**src/design/stlb_pkg.sv**
```systemverilog
// Package for the sorted table lower-bound block: sizes, operation codes,
// controller states and the command/status structs between controller and datapath.
// No dependencies.
package stlb_pkg;

   localparam int TABLE_DEPTH = 1024;
   localparam int DATA_W      = 32;
   localparam int ADDR_W      = $clog2(TABLE_DEPTH);
   localparam int CNT_W       = $clog2(TABLE_DEPTH + 1);
   localparam int RSP_TDATA_W = ((CNT_W + 7) / 8) * 8;

   typedef enum logic [1:0] {
      OP_CLEAR  = 2'd0,
      OP_APPEND = 2'd1,
      OP_QUERY  = 2'd2
   } op_type;

   typedef enum logic [2:0] {
      ST_IDLE,
      ST_READ,
      ST_CMP_MID,
      ST_CMP_LO,
      ST_FINISH
   } state_type;

   // controller to datapath
   typedef struct packed {
      logic clear;
      logic append;
      logic query;
      logic rd_en;
      logic cmp_mid;
      logic cmp_lo;
      logic load_rsp;
   } cmd_type;

   // datapath to controller
   typedef struct packed {
      logic count_zero;
      logic span_multi;
      logic rsp_free;
   } sts_type;

endpackage

```
**src/design/stlb_ctrl.sv**
```systemverilog
// Controller state machine of the sorted table lower-bound block.
// Depends on stlb_pkg for states, operation codes and command/status structs.
module stlb_ctrl (
   input  logic              clock,
   input  logic              reset,
   input  logic              req_tvalid,
   input  logic [1:0]        operation,
   output logic              req_tready,
   input  stlb_pkg::sts_type sts,
   output stlb_pkg::cmd_type cmd
);

   stlb_pkg::state_type state_ff, state_in;
   logic                req_fire;

   assign req_fire = req_tvalid && (state_ff == stlb_pkg::ST_IDLE);

   // state register
   always_ff @(posedge clock) begin
      if (reset) begin
         state_ff <= stlb_pkg::ST_IDLE;
      end else begin
         state_ff <= state_in;
      end
   end

   // next state
   always_comb begin
      state_in = state_ff;
      unique case (state_ff)
         stlb_pkg::ST_IDLE: begin
            if (req_fire && operation == stlb_pkg::OP_QUERY) begin
               state_in = sts.count_zero ? stlb_pkg::ST_FINISH : stlb_pkg::ST_READ;
            end
         end
         stlb_pkg::ST_READ: begin
            state_in = sts.span_multi ? stlb_pkg::ST_CMP_MID : stlb_pkg::ST_CMP_LO;
         end
         stlb_pkg::ST_CMP_MID: state_in = stlb_pkg::ST_READ;
         stlb_pkg::ST_CMP_LO:  state_in = stlb_pkg::ST_FINISH;
         stlb_pkg::ST_FINISH: begin
            if (sts.rsp_free) begin
               state_in = stlb_pkg::ST_IDLE;
            end
         end
         default: state_in = stlb_pkg::ST_IDLE;
      endcase
   end

   // outputs
   always_comb begin
      cmd        = '0;
      req_tready = 1'b0;
      unique case (state_ff)
         stlb_pkg::ST_IDLE: begin
            req_tready = 1'b1;
            if (req_tvalid) begin
               unique case (operation)
                  stlb_pkg::OP_CLEAR:  cmd.clear  = 1'b1;
                  stlb_pkg::OP_APPEND: cmd.append = 1'b1;
                  stlb_pkg::OP_QUERY:  cmd.query  = 1'b1;
                  default: ;
               endcase
            end
         end
         stlb_pkg::ST_READ:    cmd.rd_en    = 1'b1;
         stlb_pkg::ST_CMP_MID: cmd.cmp_mid  = 1'b1;
         stlb_pkg::ST_CMP_LO:  cmd.cmp_lo   = 1'b1;
         stlb_pkg::ST_FINISH:  cmd.load_rsp = sts.rsp_free;
         default: ;
      endcase
   end

endmodule

```
**config.mk**
```make
export PLATFORM = sky130hd
export DESIGN_NAME = stlb_ctrl
export DESIGN_NICKNAME = d
export VERILOG_FILES = /design/src/design/stlb_pkg.sv /design/src/design/stlb_ctrl.sv
export SDC_FILE = /design/constraint.sdc
export NUM_CORES = 1
export LEC_CHECK = 0
export ABC_AREA = 1
export BUFFER_PORTS_ARGS = -buffer_cell sky130_fd_sc_hd__buf_4
export CAP_MARGIN = 20
export CORE_AREA = 2 2 39 41
export DETAILED_ROUTE_END_ITERATION = 12
export DIE_AREA = 0 0 41 43
export PLACE_DENSITY = 0.48
export SYNTH_ARGS = -nofsm -noshare
export SYNTH_HDL_FRONTEND = slang
export SYNTH_SLANG_ARGS = --single-unit
```
**constraint.sdc**
```tcl
create_clock -name clock -period 2.3 [get_ports clock]
set_input_delay 0.23 -clock clock [delete_from_list [all_inputs] [get_ports clock]]
set_output_delay 0.23 -clock clock [all_outputs]
set_load 0.05 [all_outputs]
```
==> impl_metrics.yaml, run 1 <==
status:
  status: "completed"
place:
  port-buffer-count: 15
  place_area_um2: 345
  place.gp.congestion: 0.690
  dpl.hpwl_um: 488
global_route:
  grt_busiest_layer: "met2"
  grt_use_met1: 0.0575
  grt_use_met2: 0.125
  overflow: 0
  grt_pass1_vias: 246
  antenna_found_initial: 0
  grt_max_degree: 8
  grt_usage: 0.0741
  grtUsageMet3: 0.0366
  grt_pass1_wl_um: 841
sta:
  tns_ps: 0
  tightest_slew_ps: 233
  period_share: 0.652
  slew_violations: 0
  finalSetupViolCount: 0
  hold_viol_final: 0
  grt_setup_unrepaired: "false"
  fin_crit_ps: 1500
  fin_worst_hold_slack_ps: 179
  fin_skew_ps: 1.38
  relSlewSlack: 0.843
  max_freq_mhz: 667
worst_setup_path:
  critPathMaxFanout: 5
  rr_startpoint: "state_ff[0]"
  critPathMaxStageDelay_ps: 350
  cpMostUsedCell: "nand2_2"
  cpMaxStageDelayCell: "dfxtp_1"
  arrival_ps: 1270
  critical_path_required_ps: 2070
  reg2regPathDepth: 5
  r2r-end: "state_ff[0]"
  r2r_slack_ps: 1390
  start_kind: "flip-flop"
  crit_chain: "nor2_4, nand2_2, inv_2, nand2_2, nor3_1, buf_4"
  critPathKind: "reg2out"
  end_kind: "primary output"
finish:
  regMostFlops: "state_ff"
  antenna_cells: 0
  fin_util: 0.269
  largest_reg_flops: 3
  final_cell_mix: "buf_4 (15), nand3_1 (7), inv_1 (7)"
  largestRegisters: "state_ff: 3 flops"
  fin_area_um2: 372
  drive_gt1_frac: 0.418
  layout_commonest_cell: "buf_4"
  synthToLayoutAreaGrowth_pct: 74.7
  nets: 64
synth:
  synthCells: 36
  syn_nets: 44
  synth_cell_type_count: 12
  syn_area_um2: 213
  yosysWarnings: 0
  ys_ff_latch: 3
  synth_seq_area_share: 0.282
  avgSynthCellArea_um2: 5.91
power:
  worst_ir_drop_vdd_v: 0.000243
  p_switching_uw: 82.2
  powerDensity_nw_per_um2: 624
  p_int_uw: 150
  swShare: 0.355
  power_frac_seq: 0.257
  power_leakage_uw: 0.000210
  p_clk_frac: 0.384
  p_comb_frac: 0.359
clocking:
  clock_sinks: 3
  post-cts-setup-buffers: 0
  cts_tree: "done"
  clkLatencyLatePin_ps: 230
  cts_resized: 0
  cts_buffer_depth: 2
  ctsHoldBuffers: 0
  clk_pin_slew_ps: 30
  root_buffer: "clkbuf_4"
  htree_levels: 1
  cts_buffers: 3
die:
  ios: 16
  rows: 14
  dieArea_um2: 1760
  die-height_um: 43
  initial_core_util: 0.154
  core_area_um2: 1380
  die_w_um: 41
routing:
  firstDrtPassIters: 2
  wl_per_cell_um: 7.58
  drc: 0
  viasPerCell: 3.94
  routed_wl_um: 538
  ant_nets: 0
  vias: 280
  drtIter0Drc: 3
min_path:
  min_path_cells: 2
  min_from: "reset"
  worstHoldEndpoint: "state_ff[2]"
  hold_class: "in2reg"
job:
  max-cap-violations: 0
## metal layers
| layer | wire (um) | part of all wire | vias to the layer above |
|---|---|---|---|
| met2 | 268 | 0.50 | 11 |
| met4 | 0 | 0 | 0 |
| met3 | 80 | 0.15 | 0 |
| li1 | - | - | 151 |
| met1 | 189 | 0.35 | 118 |
| met5 | 0 | 0 | - |
## power groups by stage
stage	clock network [uW]	registers [uW]	logic, uW
2_1_floorplan	0	59.8	56.8
3_3_place_gp	0	60.3	84.3
3_5_place_dp	0	60.4	84.2
4_1_cts	95.9	59.5	84.4
5_1_grt	102	60.3	90.6
6_report	88.9	59.5	83.3
## final cells by class
| type | instances | area, um^2 |
|---|---|---|
| Fill cell | 162 | 1010 |
| Multi-Input combinational cell | 24 | 119 |
| Timing Repair Buffer | 15 | 113 |
| Sequential cell | 3 | 60.1 |
| Inverter | 9 | 33.8 |
| Clock buffer | 4 | 26.3 |
| Tap cell | 16 | 20.0 |
## how the worst max path moves through the flow
stage,startpoint,endpoint,slack [ps]
after floorplan,state_ff[2],cmd[0],160
after global placement,state_ff[1],cmd[5],1030
after detailed placement,state_ff[1],cmd[6],1030
after CTS,state_ff[1],cmd[6],780
after global routing,state_ff[1],cmd[6],670
final,state_ff[1],cmd[5],800
## synth_stat cells
| library cell | instances | area [um^2] |
|---|---|---|
| nand2_2 | 2 | 12.5 |
| nand3_1 | 7 | 35.0 |
| a21oi_1 | 1 | 5.00 |
| o21ai_1 | 1 | 5.00 |
| dfxtp_1 | 3 | 60.1 |
| inv_2 | 2 | 7.51 |
| nor2_4 | 1 | 11.3 |
| nor3_1 | 2 | 10.0 |
| inv_1 | 7 | 26.3 |
| nor4_1 | 1 | 6.26 |
| nor2_1 | 6 | 22.5 |
| nand2_1 | 3 | 11.3 |
## cells by family (layout without fill, tap and decap cells)
kind of cell	count (synthesis)	after routing	synth area share
buffers and inverters	9	28	0.159
flip-flops	3	3	0.282
AND/OR/NAND/NOR	22	22	0.512
AO/OA/AOI/OAI	2	2	0.0470
## through the flow
step / setup slack [ps] / std cells / power (uW)
global route: 668 / 71 / 253
CTS: 775 / 71 / 240
global placement: 1030 / 67 / 145
floorplan: 157 / 36 / 117
finish: 801 / 71 / 232
detailed placement: 1030 / 67 / 145
## worst max-delay path: cells and delay by family, from the launching register on
family | cells | cell delay, ps
simple gates | 4 | 410
flops | 1 | 350
buf+inv | 2 | 290
(Power assumes the default switching activity.)
==> run 2, diff against run 1 <==
Settings changed: PLACE_DENSITY 0.48 to 0.49.
Clock period 2.3 ns to 1.35 ns, I/O delays scaled along.
==> impl_metrics.yaml, run 2 (same netlist as run 1, synthesis figures left out) <==
global_route:
  overflow: 0
  grt_pass1_vias: 267
  grt_max_degree: 7
  grt_pass1_wl_um: 910
  grt_usage: 0.0782
  antenna_found_initial: 0
worst_setup_path:
  r2r-end: "state_ff[0]"
  crit_chain: "buf_4, nor4_4, buf_6"
  r2r_slack_ps: 360
  critPathLaunch: "state_ff[1]"
  cp-endpoint: "cmd[0]"
  end_kind: "primary output"
  critPathKind: "reg2out"
  arrival_ps: 1170
  cp_num_cells: 3
  start_kind: "flip-flop"
  cp_num_buf_inv: 2
  reg2regPathDepth: 6
  cpMaxStageDelayCell: "dfxtp_1"
  path_delay_family: "buffers and inverters"
  rr_startpoint: "state_ff[2]"
  critical_path_required_ps: 1220
  critPathMaxFanout: 4
  critPathMaxStageDelay_ps: 320
die:
  rows: 14
  dieArea_um2: 1760
  initial_core_util: 0.154
  ios: 16
  die_w_um: 41
  core_area_um2: 1380
  die-height_um: 43
clocking:
  cts_buffer_depth: 2
  clk_pin_slew_ps: 30
  root_buffer: "clkbuf_4"
  htree_levels: 1
  post-cts-setup-buffers: 0
  clkLatencyLatePin_ps: 230
  cts_tree: "done"
  cts_buffers: 3
  clock_sinks: 3
  ctsHoldBuffers: 0
status:
  status: "completed"
sta:
  fin_skew_ps: 0.459
  hold_viol_final: 0
  grt_setup_unrepaired: "true"
  max_freq_mhz: 767
  period_share: 0.965
  layout_setup_ws_ps: 46.6
  finalSetupViolCount: 0
  tightest_slew_ps: 202
  slew_violations: 0
  relSlewSlack: 0.864
  fin_crit_ps: 1300
power:
  p_comb_frac: 0.426
  worst_ir_drop_vdd_v: 0.000348
  swShare: 0.369
  p_clk_frac: 0.346
  powerDensity_nw_per_um2: 936
  power_leakage_uw: 0.000246
  p_int_uw: 278
  p_switching_uw: 163
  power_frac_seq: 0.227
finish:
  largest_reg_flops: 3
  synthToLayoutAreaGrowth_pct: 122
  fin_area_um2: 472
  largestRegisters: "state_ff: 3 flops"
  layout_commonest_cell: "buf_4"
  regMostFlops: "state_ff"
  antenna_cells: 0
  drive_gt1_frac: 0.542
  nets: 68
  final_cell_mix: "buf_4 (15), nand3_1 (7), inv_1 (7)"
place:
  dpl.hpwl_um: 526
  place.gp.congestion: 0.705
  port-buffer-count: 15
  place_area_um2: 409
  pre_cts_ws_ps: 160
routing:
  ant_nets: 0
  firstDrtPassIters: 2
  wl_per_cell_um: 8.17
  vias: 298
  drtIter0Drc: 2
  drc: 0
  routed_wl_um: 613
  viasPerCell: 3.97
min_path:
  hold_class: "in2reg"
  min_from: "reset"
job:
  max-cap-violations: 0
[run 2: worst min-delay path by stage]
stage | endpoint | slack [ps] | depth (start not counted)
after floorplan | state_ff[2] | 200 | 1
after global placement | state_ff[2] | 320 | 2
after detailed placement | state_ff[2] | 320 | 2
after CTS | state_ff[2] | 60 | 2
after global routing | state_ff[2] | 70 | 2
final | state_ff[2] | 70 | 2
[run 2: power by group through the flow]
stage / combinational, uW / clock, uW / sequential, uW
after floorplan: 111 / 0 / 102
after global placement: 176 / 0 / 101
after detailed placement: 175 / 0 / 101
after CTS: 181 / 165 / 99.9
after global routing: 202 / 173 / 101
final: 188 / 153 / 100
[run 2: stage by stage]
step / utilization / TNS [ps] / std cells / power, uW / hold WS, ps
floorplan: - / -250 / 36 / 213 / 204
global placement: 0.296 / 0 / 71 / 276 / 320
detailed placement: 0.296 / 0 / 71 / 276 / 321
CTS: 0.325 / 0 / 75 / 446 / 63.7
global route: 0.341 / -24.7 / 75 / 477 / 67.2
finish: 0.341 / 0 / 75 / 441 / 73.0
[run 2: worst register-to-register path: stages (launching register included)]
cell and delay [ps]:
dfxtp_2 330, inv_2 50, buf_4 150, nand3_1 140
nor2_1 60, nor2_1 110, nor2_1 50
[run 2: final cells by class]
type	instances	area, um^2
sequential	3	62.6
tap	16	20.0
timing repair buffer	19	158
clock buffer	4	26.3
inverter	9	38.8
multi-input combinational	24	166
fill	159	912
[run 2: routing by layer]
| metal | global-route usage | share of wire | up-vias |
|---|---|---|---|
| li1 | - | - | 160 |
| met1 | 0.0673 | 0.34 | 128 |
| met2 | 0.131 | 0.57 | 10 |
| met3 | 0.0314 | 0.086 | 0 |
| met4 | 0.0600 | 0 | 0 |
| met5 | 0 | 0 | - |
[run 2: what timing repair did]
action                                  CTS  global route
pin swaps                                 2             1
endpoints found under the setup margin    3             4
resized for setup                         4             5
hold endpoints to repair                  0             0
==> run 3, diff against run 2 <==
Settings changed: PLACE_DENSITY 0.49 to 0.48.
Clock period 1.35 ns to 1.48 ns, I/O delays scaled along.
==> impl_metrics.yaml, run 3 (same netlist as run 1, synthesis figures left out) <==
finish:
  seq_area_um2: 60.1
  largestRegisters: "state_ff: 3 flops"
  drive_gt1_frac: 0.482
  fin_cells: 72
  regMostFlops: "state_ff"
  synthToLayoutAreaGrowth_pct: 87.6
  antenna_cells: 0
  nets: 65
  largest_reg_flops: 3
  fill_cells: 167
  layout_commonest_cell: "buf_4"
  final_cell_mix: "buf_4 (15), nand3_1 (7), inv_1 (7)"
  multi_input_area_um2: 135
sta:
  max_freq_mhz: 730
  finalSetupViolCount: 0
  relSlewSlack: 0.847
  tns_ps: 0
  fin_crit_ps: 1370
  tightest_slew_ps: 230
  slew_violations: 0
  layout_setup_ws_ps: 110
  hold_viol_final: 0
  grt_setup_unrepaired: "false"
  period_share: 0.926
  fin_skew_ps: 1.90
min_path:
  hold_class: "in2reg"
global_route:
  grt_pass1_vias: 266
  grt_max_degree: 8
  grt_usage: 0.0873
  overflow: 0
  antenna_found_initial: 0
  grt_pass1_wl_um: 1010
worst_setup_path:
  critical_path_required_ps: 1330
  arrival_ps: 1220
  end_kind: "primary output"
  start_kind: "flip-flop"
  critPathMaxFanout: 5
  critPathKind: "reg2out"
die:
  die-height_um: 43
  initial_core_util: 0.154
  ios: 16
  rows: 14
  die_w_um: 41
  dieArea_um2: 1760
  core_area_um2: 1380
clocking:
  root_buffer: "clkbuf_4"
  cts_tree: "done"
  clock_sinks: 3
  clkLatencyLatePin_ps: 230
  htree_levels: 1
  cts_buffer_depth: 2
  clk_pin_slew_ps: 40
  cts_buffers: 3
  ctsHoldBuffers: 0
place:
  dp.cells: 67
  pre_cts_ws_ps: 303
  port-buffer-count: 15
  dpl.hpwl_um: 512
  place.gp.congestion: 0.735
routing:
  drc: 0
  vias: 277
  ant_nets: 0
  wl_per_cell_um: 8.31
  firstDrtPassIters: 1
  viasPerCell: 3.85
  routed_wl_um: 598
  drtIter0Drc: 0
power:
  worst_ir_drop_vdd_v: 0.000342
  power_leakage_uw: 0.000218
  powerDensity_nw_per_um2: 935
status:
  status: "completed"
job:
  max-cap-violations: 0
[run 3: cell types whose count changed in the layout (fill, tap and decap cells not counted), sizes merged]
cell	before	now
buf	19	16
[run 3: cell type report]
cell class                      count  share of cell area
Clock buffer                        4              0.0658
Inverter                            9              0.0846
Multi-Input combinational cell     24               0.339
Sequential cell                     3               0.150
Tap cell                           16              0.0502
Timing Repair Buffer               16               0.310
[run 3: stage by stage]
step	utilization	cell area (um^2)	power, uW	hold WS (ps)
4_1_cts	0.280	388	379	80.3
5_1_grt	0.288	399	410	79.8
3_3_place_gp	0.261	362	229	329
2_1_floorplan	-	229	185	217
6_report	0.288	399	373	88.5
3_5_place_dp	0.261	362	229	330
[run 3: where the power goes]
part	total, uW	leakage (uW)	internal [uW]	switching (uW)
Clock	141	0.0000150	101	40.2
Combinational	139	0.000179	50.8	88.2
Sequential	93.1	0.0000244	86.3	6.80
[run 3: final timing paths]
kind	cells past startpoint	end	slack, ps	startpoint
min	2	state_ff[2]	90	reset
max reg2reg	5	state_ff[2]	510	state_ff[0]
min reg2reg	2	state_ff[2]	510	state_ff[2]
max	6	cmd[6]	110	state_ff[0]
[run 3: timing repair]
item | 4_1_cts | 5_1_grt
gates resized for setup | 0 | 1
setup endpoints to repair | 0 | 2
buffers inserted | 0 | 1
[run 3: layer usage]
metal / GRT usage / part of all wire / wire length (um) / up-vias
met4: 0.0800 / 0 / 0 / 0
met1: 0.0929 / 0.41 / 245 / 113
li1: - / - / - / 152
met2: 0.122 / 0.47 / 282 / 12
met3: 0.0366 / 0.12 / 70 / 0
met5: 0 / 0 / 0 / -
[run 3: worst max-delay path, cell delays in order (launching register included)]
cell     delay, ps
dfxtp_1        360
nor2_4         140
nand2_2         70
inv_2           60
nand2_2         60
nor3_2         100
buf_4          210
